[src/rtl/window_pixel_unpacker_assert.svh]
// Assertion macros for the window pixel unpacker.
// Each macro expects a clock named clk and a synchronous reset named rst at the point of use.
`ifndef WINDOW_PIXEL_UNPACKER_ASSERT_SVH
`define WINDOW_PIXEL_UNPACKER_ASSERT_SVH

`define WPU_ASSERT_ALWAYS(label, expr) \
  label: assert property (@(posedge clk) disable iff (rst) (expr)) \
    else $error("window_pixel_unpacker invariant violated");

`define WPU_ASSERT_IMPLY(label, ante, cons) \
  label: assert property (@(posedge clk) disable iff (rst) (ante) |-> (cons)) \
    else $error("window_pixel_unpacker implication violated");

`define WPU_ASSERT_NEXT(label, ante, cons) \
  label: assert property (@(posedge clk) disable iff (rst) (ante) |=> (cons)) \
    else $error("window_pixel_unpacker next-cycle check violated");

`endif

[src/rtl/wpu_pkg.sv]
// Package for the window pixel unpacker: register indexes, codes and depth helpers.
// Has no dependencies; used by window_pixel_unpacker.
`default_nettype none

package wpu_pkg;

  localparam int CFG_INDEX_W = 3;
  localparam int CFG_DATA_W  = 16;

  localparam logic [CFG_INDEX_W-1:0] REG_BITS_PER_PIXEL = 3'd0;
  localparam logic [CFG_INDEX_W-1:0] REG_PACK_MODE      = 3'd1;
  localparam logic [CFG_INDEX_W-1:0] REG_CHUNK_BYTES    = 3'd2;
  localparam logic [CFG_INDEX_W-1:0] REG_SCREEN_WIDTH   = 3'd3;
  localparam logic [CFG_INDEX_W-1:0] REG_SCREEN_HEIGHT  = 3'd4;

  localparam logic [1:0] PACK_INDEPENDENT = 2'd0;
  localparam logic [1:0] PACK_ROW         = 2'd1;
  localparam logic [1:0] PACK_COLUMN      = 2'd2;

  localparam logic REQ_WINDOW = 1'b0;
  localparam logic REQ_DATA   = 1'b1;

  localparam logic [4:0] BPP_1  = 5'd1;
  localparam logic [4:0] BPP_2  = 5'd2;
  localparam logic [4:0] BPP_4  = 5'd4;
  localparam logic [4:0] BPP_8  = 5'd8;
  localparam logic [4:0] BPP_16 = 5'd16;
  localparam logic [4:0] BPP_24 = 5'd24;

  localparam logic [4:0]  BPP_RESET      = BPP_1;
  localparam logic [7:0]  CHUNK_RESET    = 8'd63;
  localparam logic [15:0] SCREEN_W_RESET = 16'd128;
  localparam logic [15:0] SCREEN_H_RESET = 16'd64;

  function automatic logic depth_valid(input logic [4:0] d);
    logic ok;
    case (d)
      BPP_1, BPP_2, BPP_4, BPP_8, BPP_16, BPP_24: ok = 1'b1;
      default: ok = 1'b0;
    endcase
    return ok;
  endfunction

  // Log2 of the pixels per byte below 8 bits, zero otherwise.
  function automatic logic [1:0] pix_shift(input logic [4:0] d);
    logic [1:0] s;
    case (d)
      BPP_1: s = 2'd3;
      BPP_2: s = 2'd2;
      BPP_4: s = 2'd1;
      default: s = 2'd0;
    endcase
    return s;
  endfunction

  function automatic logic [1:0] bytes_per_pixel(input logic [4:0] d);
    logic [1:0] n;
    case (d)
      BPP_16: n = 2'd2;
      BPP_24: n = 2'd3;
      default: n = 2'd1;
    endcase
    return n;
  endfunction

endpackage

`default_nettype wire

[src/rtl/window_pixel_unpacker.sv]
// Window pixel unpacker: an input register, single-pass unpack logic and a result register.
// Depends on wpu_pkg and the assertion macros in window_pixel_unpacker_assert.svh.
//
// A window start steps through operand setup, a multiply and rounding, and gives no
// result. A data byte yields one pixel per cycle while the result register can take it:
// 8/depth pixels below 8 bits in independent mode and at most one otherwise. The result
// register lets a new transaction enter while the previous result waits on m_tready. A write
// of chunk_bytes starts a bit-serial remainder pass that rebuilds the chunk position,
// during which s_tready stays low. Configuration writes are taken only while no item is held.
`default_nettype none
`include "window_pixel_unpacker_assert.svh"

module window_pixel_unpacker (
  input  logic                            clk,
  input  logic                            rst,
  input  logic                            s_tvalid,
  output logic                            s_tready,
  // win_x[15:0], win_y[31:16], win_w[47:32], win_h[63:48], data_byte[71:64]
  input  logic [71:0]                     s_tdata,
  // req_type[0]
  input  logic [0:0]                      s_tuser,
  output logic                            m_tvalid,
  input  logic                            m_tready,
  // pixel_x[15:0], pixel_y[31:16], colour[55:32], draw_enable[56], chunk_ack[57],
  // window_done[58], zero[63:59]
  output logic [63:0]                     m_tdata,
  output logic                            m_tlast,
  input  logic                            cfg_valid,
  output logic                            cfg_ready,
  input  logic [wpu_pkg::CFG_INDEX_W-1:0] cfg_index,
  input  logic [wpu_pkg::CFG_DATA_W-1:0]  cfg_data
);
  import wpu_pkg::*;

  typedef enum logic [1:0] {HDR_OPERANDS, HDR_MULTIPLY, HDR_FINISH} hdr_phase_t;

  logic [4:0]  bits_per_pixel;
  logic [1:0]  pack_mode;
  logic [7:0]  chunk_bytes;
  logic [15:0] screen_width;
  logic [15:0] screen_height;

  logic        item_valid;
  logic        item_type;
  logic [15:0] item_x, item_y, item_w, item_h;
  logic [7:0]  item_byte;
  logic [2:0]  sub_index;
  hdr_phase_t  hdr_phase;

  logic        active;
  logic [15:0] origin_x, origin_y;
  logic [16:0] end_x, end_y;
  logic [15:0] cursor_x, cursor_y;
  logic [31:0] total_bytes, bytes_done;
  logic [7:0]  chunk_position;
  logic [15:0] held_bytes;
  logic [1:0]  held_count;

  logic [15:0] op_a;
  logic [17:0] op_b;
  logic [33:0] product;

  logic        rem_busy;
  logic [4:0]  rem_count;

  logic        out_valid;
  logic [15:0] out_x, out_y;
  logic [23:0] out_colour;
  logic        out_draw, out_ack, out_done, out_last;

  logic [1:0]  mode_eff;
  logic        low_depth;
  logic [1:0]  shift;
  logic [1:0]  dlog;
  logic [3:0]  pix_step;
  logic [1:0]  bpb;
  logic [8:0]  ceff;
  logic        is_hdr;
  logic        gate;
  logic [31:0] after;
  logic        last_byte;
  logic        slot_free;
  logic        gather_done;
  logic        emits;
  logic        sub_last;
  logic        fire;
  logic        consume;
  logic [2:0]  sub_shift;
  logic [7:0]  low_mask;
  logic [23:0] colour;
  logic        draw;
  logic [1:0]  pj;
  logic [1:0]  pj_mod;
  logic        pstart_hit;
  logic        ack;
  logic [15:0] row_dx;
  logic [15:0] row_x;
  logic [15:0] col_y;
  logic [15:0] cursor_x_next, cursor_y_next;
  logic [8:0]  pos_inc;
  logic [7:0]  pos_next;
  logic [8:0]  rem_trial;
  logic [16:0] ceil_w, ceil_h;
  logic [17:0] h_times;
  logic [32:0] rounded;
  logic [31:0] total_next;

  always_comb begin
    mode_eff  = (pack_mode == PACK_ROW || pack_mode == PACK_COLUMN) ? pack_mode
                                                                    : PACK_INDEPENDENT;
    low_depth = bits_per_pixel < BPP_8;
    shift     = pix_shift(bits_per_pixel);
    dlog      = 2'd3 - shift;
    pix_step  = 4'(4'd1 << shift);
    bpb       = bytes_per_pixel(bits_per_pixel);
    ceff      = (chunk_bytes == 8'd0) ? 9'd256 : {1'b0, chunk_bytes};
    is_hdr    = item_type == REQ_WINDOW;
    gate      = active && (bytes_done < total_bytes);
    after     = bytes_done + 32'd1;
    last_byte = after == total_bytes;
    slot_free = !out_valid || m_tready;
    gather_done = ({1'b0, held_count} + 3'd1) >= {1'b0, bpb};
    emits     = low_depth || gather_done;
    sub_last  = !low_depth || mode_eff != PACK_INDEPENDENT ||
                sub_index == 3'(pix_step - 4'd1);
    fire      = item_valid && !is_hdr && gate && emits && slot_free;
    if (is_hdr) begin
      consume = item_valid && hdr_phase == HDR_FINISH;
    end else begin
      consume = item_valid && (!gate || !emits || (fire && sub_last));
    end

    sub_shift = sub_index << dlog;
    low_mask  = 8'((9'd1 << bits_per_pixel) - 9'd1);
    if (!low_depth) begin
      colour = {held_bytes, item_byte};
    end else if (mode_eff == PACK_INDEPENDENT) begin
      colour = {16'd0, (item_byte >> sub_shift) & low_mask};
    end else begin
      colour = {16'd0, item_byte};
    end
    draw = low_depth || (cursor_x < screen_width && cursor_y < screen_height);

    // The first byte of the pixel lies pj bytes back; its chunk test reduces to a compare.
    pj = bpb - 2'd1;
    case (pj)
      2'd1: pj_mod = (ceff == 9'd1) ? 2'd0 : 2'd1;
      2'd2: pj_mod = (ceff == 9'd1 || ceff == 9'd2) ? 2'd0 : 2'd2;
      default: pj_mod = 2'd0;
    endcase
    pstart_hit = (bytes_done < {30'd0, pj}) || (chunk_position == {6'd0, pj_mod});
    if (low_depth) begin
      ack = (chunk_position == 8'd0) && !last_byte;
    end else begin
      ack = pstart_hit && ((total_bytes - after) >= {23'd0, ceff});
    end

    row_dx = (low_depth && mode_eff == PACK_ROW) ? {12'd0, pix_step} : 16'd1;
    row_x  = cursor_x + row_dx;
    col_y  = cursor_y + {12'd0, pix_step};
    if (low_depth && mode_eff == PACK_COLUMN) begin
      if ({1'b0, col_y} >= end_y) begin
        cursor_x_next = cursor_x + 16'd1;
        cursor_y_next = origin_y;
      end else begin
        cursor_x_next = cursor_x;
        cursor_y_next = col_y;
      end
    end else if ({1'b0, row_x} >= end_x) begin
      cursor_x_next = origin_x;
      cursor_y_next = cursor_y + 16'd1;
    end else begin
      cursor_x_next = row_x;
      cursor_y_next = cursor_y;
    end

    pos_inc  = {1'b0, chunk_position} + 9'd1;
    pos_next = (pos_inc == ceff) ? 8'd0 : pos_inc[7:0];
    rem_trial = {chunk_position, bytes_done[~rem_count]};

    ceil_w  = ({1'b0, item_w} + {13'd0, pix_step - 4'd1}) >> shift;
    ceil_h  = ({1'b0, item_h} + {13'd0, pix_step - 4'd1}) >> shift;
    case (bpb)
      2'd2: h_times = {1'b0, item_h, 1'b0};
      2'd3: h_times = {1'b0, item_h, 1'b0} + {2'd0, item_h};
      default: h_times = {2'd0, item_h};
    endcase
    rounded = ({1'b0, product[31:0]} + {29'd0, pix_step - 4'd1}) >> shift;
    if (low_depth && mode_eff == PACK_INDEPENDENT) begin
      total_next = rounded[31:0];
    end else if (product[33:32] != 2'd0) begin
      total_next = 32'hFFFF_FFFF;
    end else begin
      total_next = product[31:0];
    end

    s_tready  = !rem_busy && (!item_valid || consume);
    cfg_ready = !item_valid;
  end

  always_ff @(posedge clk) begin
    if (rst) begin
      bits_per_pixel <= BPP_RESET;
      pack_mode      <= PACK_INDEPENDENT;
      chunk_bytes    <= CHUNK_RESET;
      screen_width   <= SCREEN_W_RESET;
      screen_height  <= SCREEN_H_RESET;
      item_valid     <= 1'b0;
      sub_index      <= 3'd0;
      hdr_phase      <= HDR_OPERANDS;
      active         <= 1'b0;
      origin_x       <= 16'd0;
      origin_y       <= 16'd0;
      end_x          <= 17'd0;
      end_y          <= 17'd0;
      cursor_x       <= 16'd0;
      cursor_y       <= 16'd0;
      total_bytes    <= 32'd0;
      bytes_done     <= 32'd0;
      chunk_position <= 8'd0;
      held_bytes     <= 16'd0;
      held_count     <= 2'd0;
      rem_busy       <= 1'b0;
      rem_count      <= 5'd0;
      out_valid      <= 1'b0;
    end else begin
      if (s_tvalid && s_tready) begin
        item_valid <= 1'b1;
      end else if (consume) begin
        item_valid <= 1'b0;
      end

      if (item_valid && is_hdr) begin
        case (hdr_phase)
          HDR_OPERANDS: hdr_phase <= HDR_MULTIPLY;
          HDR_MULTIPLY: hdr_phase <= HDR_FINISH;
          default: begin
            hdr_phase      <= HDR_OPERANDS;
            origin_x       <= item_x;
            origin_y       <= item_y;
            end_x          <= {1'b0, item_x} + {1'b0, item_w};
            end_y          <= {1'b0, item_y} + {1'b0, item_h};
            cursor_x       <= item_x;
            cursor_y       <= item_y;
            total_bytes    <= total_next;
            bytes_done     <= 32'd0;
            chunk_position <= 8'd0;
            held_bytes     <= 16'd0;
            held_count     <= 2'd0;
            active         <= total_next != 32'd0;
          end
        endcase
      end

      if (fire) begin
        cursor_x  <= cursor_x_next;
        cursor_y  <= cursor_y_next;
        sub_index <= sub_last ? 3'd0 : sub_index + 3'd1;
      end

      if (consume && !is_hdr && gate) begin
        bytes_done     <= after;
        chunk_position <= pos_next;
        if (last_byte || gather_done) begin
          held_bytes <= 16'd0;
          held_count <= 2'd0;
        end else if (!low_depth) begin
          held_bytes <= {held_bytes[7:0], item_byte};
          held_count <= held_count + 2'd1;
        end
        if (last_byte) begin
          active <= 1'b0;
        end
      end

      if (fire) begin
        out_valid <= 1'b1;
      end else if (m_tready) begin
        out_valid <= 1'b0;
      end

      if (rem_busy) begin
        chunk_position <= (rem_trial >= ceff) ? 8'(rem_trial - ceff) : rem_trial[7:0];
        rem_count      <= rem_count + 5'd1;
        if (rem_count == 5'd31) begin
          rem_busy <= 1'b0;
        end
      end

      if (cfg_valid && cfg_ready) begin
        case (cfg_index)
          REG_BITS_PER_PIXEL: begin
            if (depth_valid(cfg_data[4:0])) begin
              bits_per_pixel <= cfg_data[4:0];
            end
          end
          REG_PACK_MODE: pack_mode <= cfg_data[1:0];
          REG_CHUNK_BYTES: begin
            chunk_bytes    <= cfg_data[7:0];
            chunk_position <= 8'd0;
            rem_busy       <= 1'b1;
            rem_count      <= 5'd0;
          end
          REG_SCREEN_WIDTH:  screen_width  <= cfg_data;
          REG_SCREEN_HEIGHT: screen_height <= cfg_data;
          default: ;
        endcase
      end
    end
  end

  always_ff @(posedge clk) begin
    if (s_tvalid && s_tready) begin
      item_type <= s_tuser[0];
      item_x    <= s_tdata[15:0];
      item_y    <= s_tdata[31:16];
      item_w    <= s_tdata[47:32];
      item_h    <= s_tdata[63:48];
      item_byte <= s_tdata[71:64];
    end
    if (item_valid && is_hdr && hdr_phase == HDR_OPERANDS) begin
      op_a <= item_w;
      op_b <= {2'd0, item_h};
      if (low_depth && mode_eff == PACK_ROW) begin
        op_a <= ceil_w[15:0];
      end else if (low_depth && mode_eff == PACK_COLUMN) begin
        op_b <= {1'b0, ceil_h};
      end else if (!low_depth) begin
        op_b <= h_times;
      end
    end
    if (item_valid && is_hdr && hdr_phase == HDR_MULTIPLY) begin
      product <= {18'd0, op_a} * {16'd0, op_b};
    end
    if (fire) begin
      out_x      <= cursor_x;
      out_y      <= cursor_y;
      out_colour <= colour;
      out_draw   <= draw;
      out_ack    <= sub_last && ack;
      out_done   <= sub_last && last_byte;
      out_last   <= sub_last;
    end
  end

  assign m_tvalid = out_valid;
  assign m_tdata  = {5'd0, out_done, out_ack, out_draw, out_colour, out_y, out_x};
  assign m_tlast  = out_last;

  `WPU_ASSERT_ALWAYS(a_chunk_pos_range, {1'b0, chunk_position} < ceff)
  `WPU_ASSERT_IMPLY(a_held_clear_idle, !active, held_count == 2'd0)
  `WPU_ASSERT_IMPLY(a_done_on_last, out_valid && out_done, out_last)
  `WPU_ASSERT_IMPLY(a_rem_blocks_input, rem_busy, !s_tready)
  `WPU_ASSERT_NEXT(a_chunk_write_starts_rem,
                   cfg_valid && cfg_ready && cfg_index == REG_CHUNK_BYTES, rem_busy)

endmodule

`default_nettype wire
[config.mk]
export PLATFORM = sky130hd
export DESIGN_NAME = window_pixel_unpacker
export DESIGN_NICKNAME = d
export VERILOG_FILES = /design/src/rtl/wpu_pkg.sv /design/src/rtl/window_pixel_unpacker.sv
export VERILOG_INCLUDE_DIRS = /design/src /design/src/rtl
export SDC_FILE = /design/constraint.sdc
export NUM_CORES = 2
export LEC_CHECK = 0
export BUFFER_PORTS_ARGS = -buffer_cell sky130_fd_sc_hd__buf_2
export CAP_MARGIN = 20
export CORE_UTILIZATION = 45
export DETAILED_ROUTE_END_ITERATION = 12
export GPL_TIMING_DRIVEN = 1
export PLACE_DENSITY_LB_ADDON = 0.3
export SYNTH_ARGS = -nofsm -noshare
export SYNTH_HDL_FRONTEND = slang
export SYNTH_SLANG_ARGS = --single-unit
export TNS_END_PERCENT = 100
[constraint.sdc]
create_clock -name clk -period 13.2 [get_ports clk]
set_clock_uncertainty 0.05 [all_clocks]
set_input_delay 0.66 -clock clk [delete_from_list [all_inputs] [get_ports clk]]
set_output_delay 0.66 -clock clk [all_outputs]
set_load 0.02 [all_outputs]
### After elaboration in Yosys (flattened, before gate mapping)

Index checks and enable logic that the tools add are counted.

* $mul: 1
* shift-type cells: 7
* add/subtract/negate cells: 22
* equal/unequal tests: 36
* $lt $le $gt $ge: 11
* reductions and logical operators: 67
* bitwise gates (word level): 4
* multiplexer cells: 75

Operators with widths (number)
* 2-to-1 mux 16 bit: 19
* 2-to-1 mux 32 bit: 5
* 2-to-1 mux 8 bit: 9
* case mux 18 bit (2 select lines): 1
* adder 16 x 16 -> 17 bit: 2
* adder 16 x 4 -> 17 bit: 2
* >= comparator 16 x 17 -> 1 bit: 2
* multiplier 16 x 18 -> 34 bit: 1
* 2-to-1 mux 17 bit: 2
* adder 32 x 4 -> 33 bit: 1
* right shift 33 x 2 -> 32 bit: 1
* adder 16 x 1 -> 16 bit, second input constant: 2
* adder 16 x 4 -> 16 bit: 2
* adder 32 x 1 -> 32 bit, second input constant: 1
* == test 32 bit: 1
* >= comparator 32 x 9 -> 1 bit: 1
* < comparator 16 bit: 2
* < comparator 32 x 2 -> 1 bit: 1
* < comparator 32 bit: 1
* nonzero test 32 bit: 1
* subtractor 32 bit: 1
* == test 5 bit, second input constant: 5
* logical AND 1 bit: 24
* 2-to-1 mux 24 bit: 1
* 61 further kinds: 135

* register bits after elaboration: 450

### Logic depth before layout (Yosys ltp)

* depth in word-level cells: 16
* gate-level depth with buffers: 30
* gate-level depth less buffers: 25

### Least setup slack after synthesis

Ideal clock, no wire load.

* path kind: register to register
* start point: register op_a[6]
* end point: register product[33], data pin
* buffers on the path: 1
* cell stages (with the launch flop): 24
* setup slack: 6.550 ns
* arrival time: 6.340 ns
* path through: edfxtp_1 -> clkbuf_1 -> and2_1 -> fa_1 -> inv_1 -> fa_1 -> inv_1 -> fa_1 -> ha_1 -> inv_1 -> fa_1 -> inv_1 -> fa_1 -> ha_1 -> a211o_1 -> o21ai_0 -> o21ai_0 -> a41o_1 -> a221o_1 -> o41ai_1 -> o21ba_2 -> o21ai_0 -> a21oi_1 -> xnor2_1

* cells in the longest elaborated chain, start to end: 1

Ends and longest elaborated chain
* from (decl): line window_pixel_unpacker.sv:59 `logic [15:0] op_a;`
* from (signal assigned): line window_pixel_unpacker.sv:322 `op_a <= item_w;`
* from (signal assigned): line window_pixel_unpacker.sv:325 `op_a <= ceil_w[15:0];`
* multiplier 16 x 18 -> 34 bit: line window_pixel_unpacker.sv:333 `product <= {18'd0, op_a} * {16'd0, op_b};`
* to (signal assigned): line window_pixel_unpacker.sv:333
* to (decl): line window_pixel_unpacker.sv:61 `logic [33:0] product;`

Every way passes these cells.
A chain may end at the register's enable or synchronous reset.

### Worst setup path in the final report

Same ends and word-level chain as after synthesis.

==> reports/results.tsv <==
metric	value	unit
CP max stage cell	edfxtp_1	
Initial Util	0.455	
crit path max fanout	18	
Critical Path Most Common Cell	fa_1	
YS warnings	0	
Avg Cell Area, Syn	8.52	um2
synthesis-to-layout area growth	8.56	%
Setup Fix Bufs, Post-CTS	0	
synthesized area	39400	um2
Post-DRT Antenna Nets	0	
post-CTS sizing	0	
FF-to-FF Start	op_a[6]	
Worst setup startpoint	op_a[6]	
Die X	298	um
# port buffers	159	
Max IR drop VDD	0.000223	V
cell chain of the critical path	and2_1, fa_1, inv_1, fa_1, inv_1, fa_1, ha_1, inv_1, fa_1, inv_1, fa_1, ha_1, a211o_1, o21ai_0, o21ai_0, a41o_1, a221o_1, o41ai_1, o21ba_2, o21ai_0, a21oi_1, xnor2_1	
total global-route track usage	0.255	
Clock Latency Late Sink	0.63	ns
# clock sinks	450	
share of layout cells above drive strength 1	0.0750	
nets@finish	5283	
Critical Path AT	7.69	ns
hold_buf cts	0	
unrepaired setup endpoints after global routing	no	
RePlAce Congestion	0.913	
Peak Freq	0.135	GHz
Critical Path End Type	register	
Filler Cells Inserted	8300	
Pwr Density	138	nW/um2
number of DRC markers in iteration 0	2692	
IO Pins	165	
hold crit path type	input port to register	
clock root cell	clkbuf_16	
Main synth FF type	dfxtp_1	
post-layout util	0.493	
critical path's largest stage delay	0.70	ns
Yosys reg bits	450	
Critical Path RT	13.48	ns
setup TNS	0	ns
Async SR Flop Fraction	0	
drt pass-1 iters	6	
Final Max Slew Viols	0	
largest net degree at the start of global routing	104	
sequential-to-total area share from yosys stat	0.279	
leading cell type in the layout, fill and taps excluded	nand2_1	
CTS Buf Count	51	
number of global-route vias before repair	32200	
die height	298	um
EDFF count, synth	201	
crit path capture	product[33]	
H-tree lvl count	2	
Final min period	7.41	ns
post-detail-place hpwl	86.0	mm
total gr overflow	0	
Final setup viols	0	
kind of critical path	register to register	
Core ar.	86800	um2
FP Rows	108	
flop-to-flop setup slack	5.79	ns
Fin. Hold Viols	0	
Distinct cells, synth	93	
CTS tree	yes	
final worst-path cycle share	0.561	
number of remaining DRC errors	0	
r2r endpoint	product[33]	
relative slew slack	0.338	
Final Non-Filler Cells	5820	
most frequent cells in the layout	575 x nand2_1, 443 x inv_1, 412 x nor2_1	
leak pwr	18.0	nW
Worst setup SP type	register	
vias per std cell	5.75	
first-pass GRT wire length	181	mm
status	finished, final reports clean	
Register-to-Register Path Depth	22	
ANT cells	0	
Avg WL per Cell	19.6	um
Post-Syn Instances	4627	
slew of the pin with the lowest slew margin	0.984	ns
Detailed Route WL	114	mm
Max-Cap Viols	0	
total die area	88800	um2
Via Count	33500	
Inst Count DP	5724	
buffers from clock root to sink, at most	3	
Clock transition at path regs	0.06	ns
initial antenna violation count	1	
per-layer routing:
layer  up-vias  part of all wire  GRT usage
li1      15900                 -          -
met1     16000              0.43      0.336
met2      1233              0.47      0.428
met3       239             0.063     0.0303
met4         2             0.038     0.0946
met5         -           0.00011          0
registers in the layout, indices dropped and copies added, names as in the netlist, 17 cells and up:
name,count
total_bytes,32
end_x,17
end_y,17
bytes_done,32
op_b,18
out_colour,24
product,34
layout make-up:
type	count	area, um2	area share
multi-input cells	3480	25800	0.603
flip-flops and latches	450	11000	0.257
inverters	445	1670	0.0391
well taps	1155	1450	0.0338
clock buffers	59	1350	0.0315
repair buffers	194	1060	0.0249
clock inverters	37	453	0.0106
power by group:
| part | internal (W) | switching, W |
|---|---|---|
| logic | 0.00110 | 0.00157 |
| registers | 0.00162 | 0.0000788 |
| clock network | 0.000896 | 0.000628 |
logic make-up after synthesis:
| logic type | after synthesis | share of synthesized area |
|---|---|---|
| xor gates and xnor gates | 224 | 0.0497 |
| muxes | 98 | 0.0285 |
| other | 1 | 0.0000951 |
| DFF | 450 | 0.279 |
| and+or+nand+nor | 1619 | 0.191 |
| adders and majority gates | 564 | 0.223 |
| AOI/OAI and AO/OA | 967 | 0.158 |
| buffers and inverters | 704 | 0.0691 |
critical path, delay by kind of cell, from the launching register on:
kind	cells	cell delay, ns
xor+xnor	1	0.07
flops	1	0.70
buf+inv	4	0.21
fa+ha+maj	7	3.20
compound gates	9	2.57
simple gates	1	0.30
stage by stage:
| stage | hold WS, ns | total power, W | instance area (um2) | setup WS, ns |
|---|---|---|---|---|
| finish | 0.156 | 0.00589 | 42800 | 5.79 |
| global route | 0.138 | 0.00635 | 42800 | 5.27 |
| global placement | 0.391 | 0.00436 | 41000 | 5.92 |
| floorplan | 0.382 | 0.00367 | 39500 | 6.55 |
| detailed placement | 0.394 | 0.00439 | 41000 | 5.83 |
| CTS | 0.131 | 0.00593 | 42800 | 5.77 |
Yosys cell counts, types with 49 or more instances:
cell / instances / area [um2]
nor2_1: 413 / 1550
nand3_1: 91 / 455
edfxtp_1: 201 / 6040
fa_1: 233 / 4660
clkbuf_1: 200 / 751
inv_1: 443 / 1660
a31oi_1: 56 / 350
a21o_1: 62 / 465
dfxtp_1: 249 / 4980
and3_1: 49 / 307
nor3_1: 75 / 375
a21oi_1: 337 / 1690
mux2i_1: 82 / 821
xnor2_1: 124 / 1090
a211oi_1: 62 / 465
o21ai_0: 147 / 736
nand2_1: 576 / 2160
xor2_1: 100 / 876
and2_1: 153 / 957
ha_1: 331 / 4140
how the worst min path moves through the flow:
stage                 from      endpoint  slack [ns]  depth (start not counted)
6_report       s_tdata[70]  item_byte[6]        0.16                          1
5_1_grt        s_tdata[70]  item_byte[6]        0.14                          1
4_1_cts         s_tdata[3]     item_x[3]        0.13                          1
3_5_place_dp     end_x[12]     end_x[12]        0.39                          2
3_3_place_gp   origin_y[8]   origin_y[8]        0.39                          2
2_1_floorplan    end_x[10]     end_x[10]        0.38                          2
(Power assumes the default switching activity.)
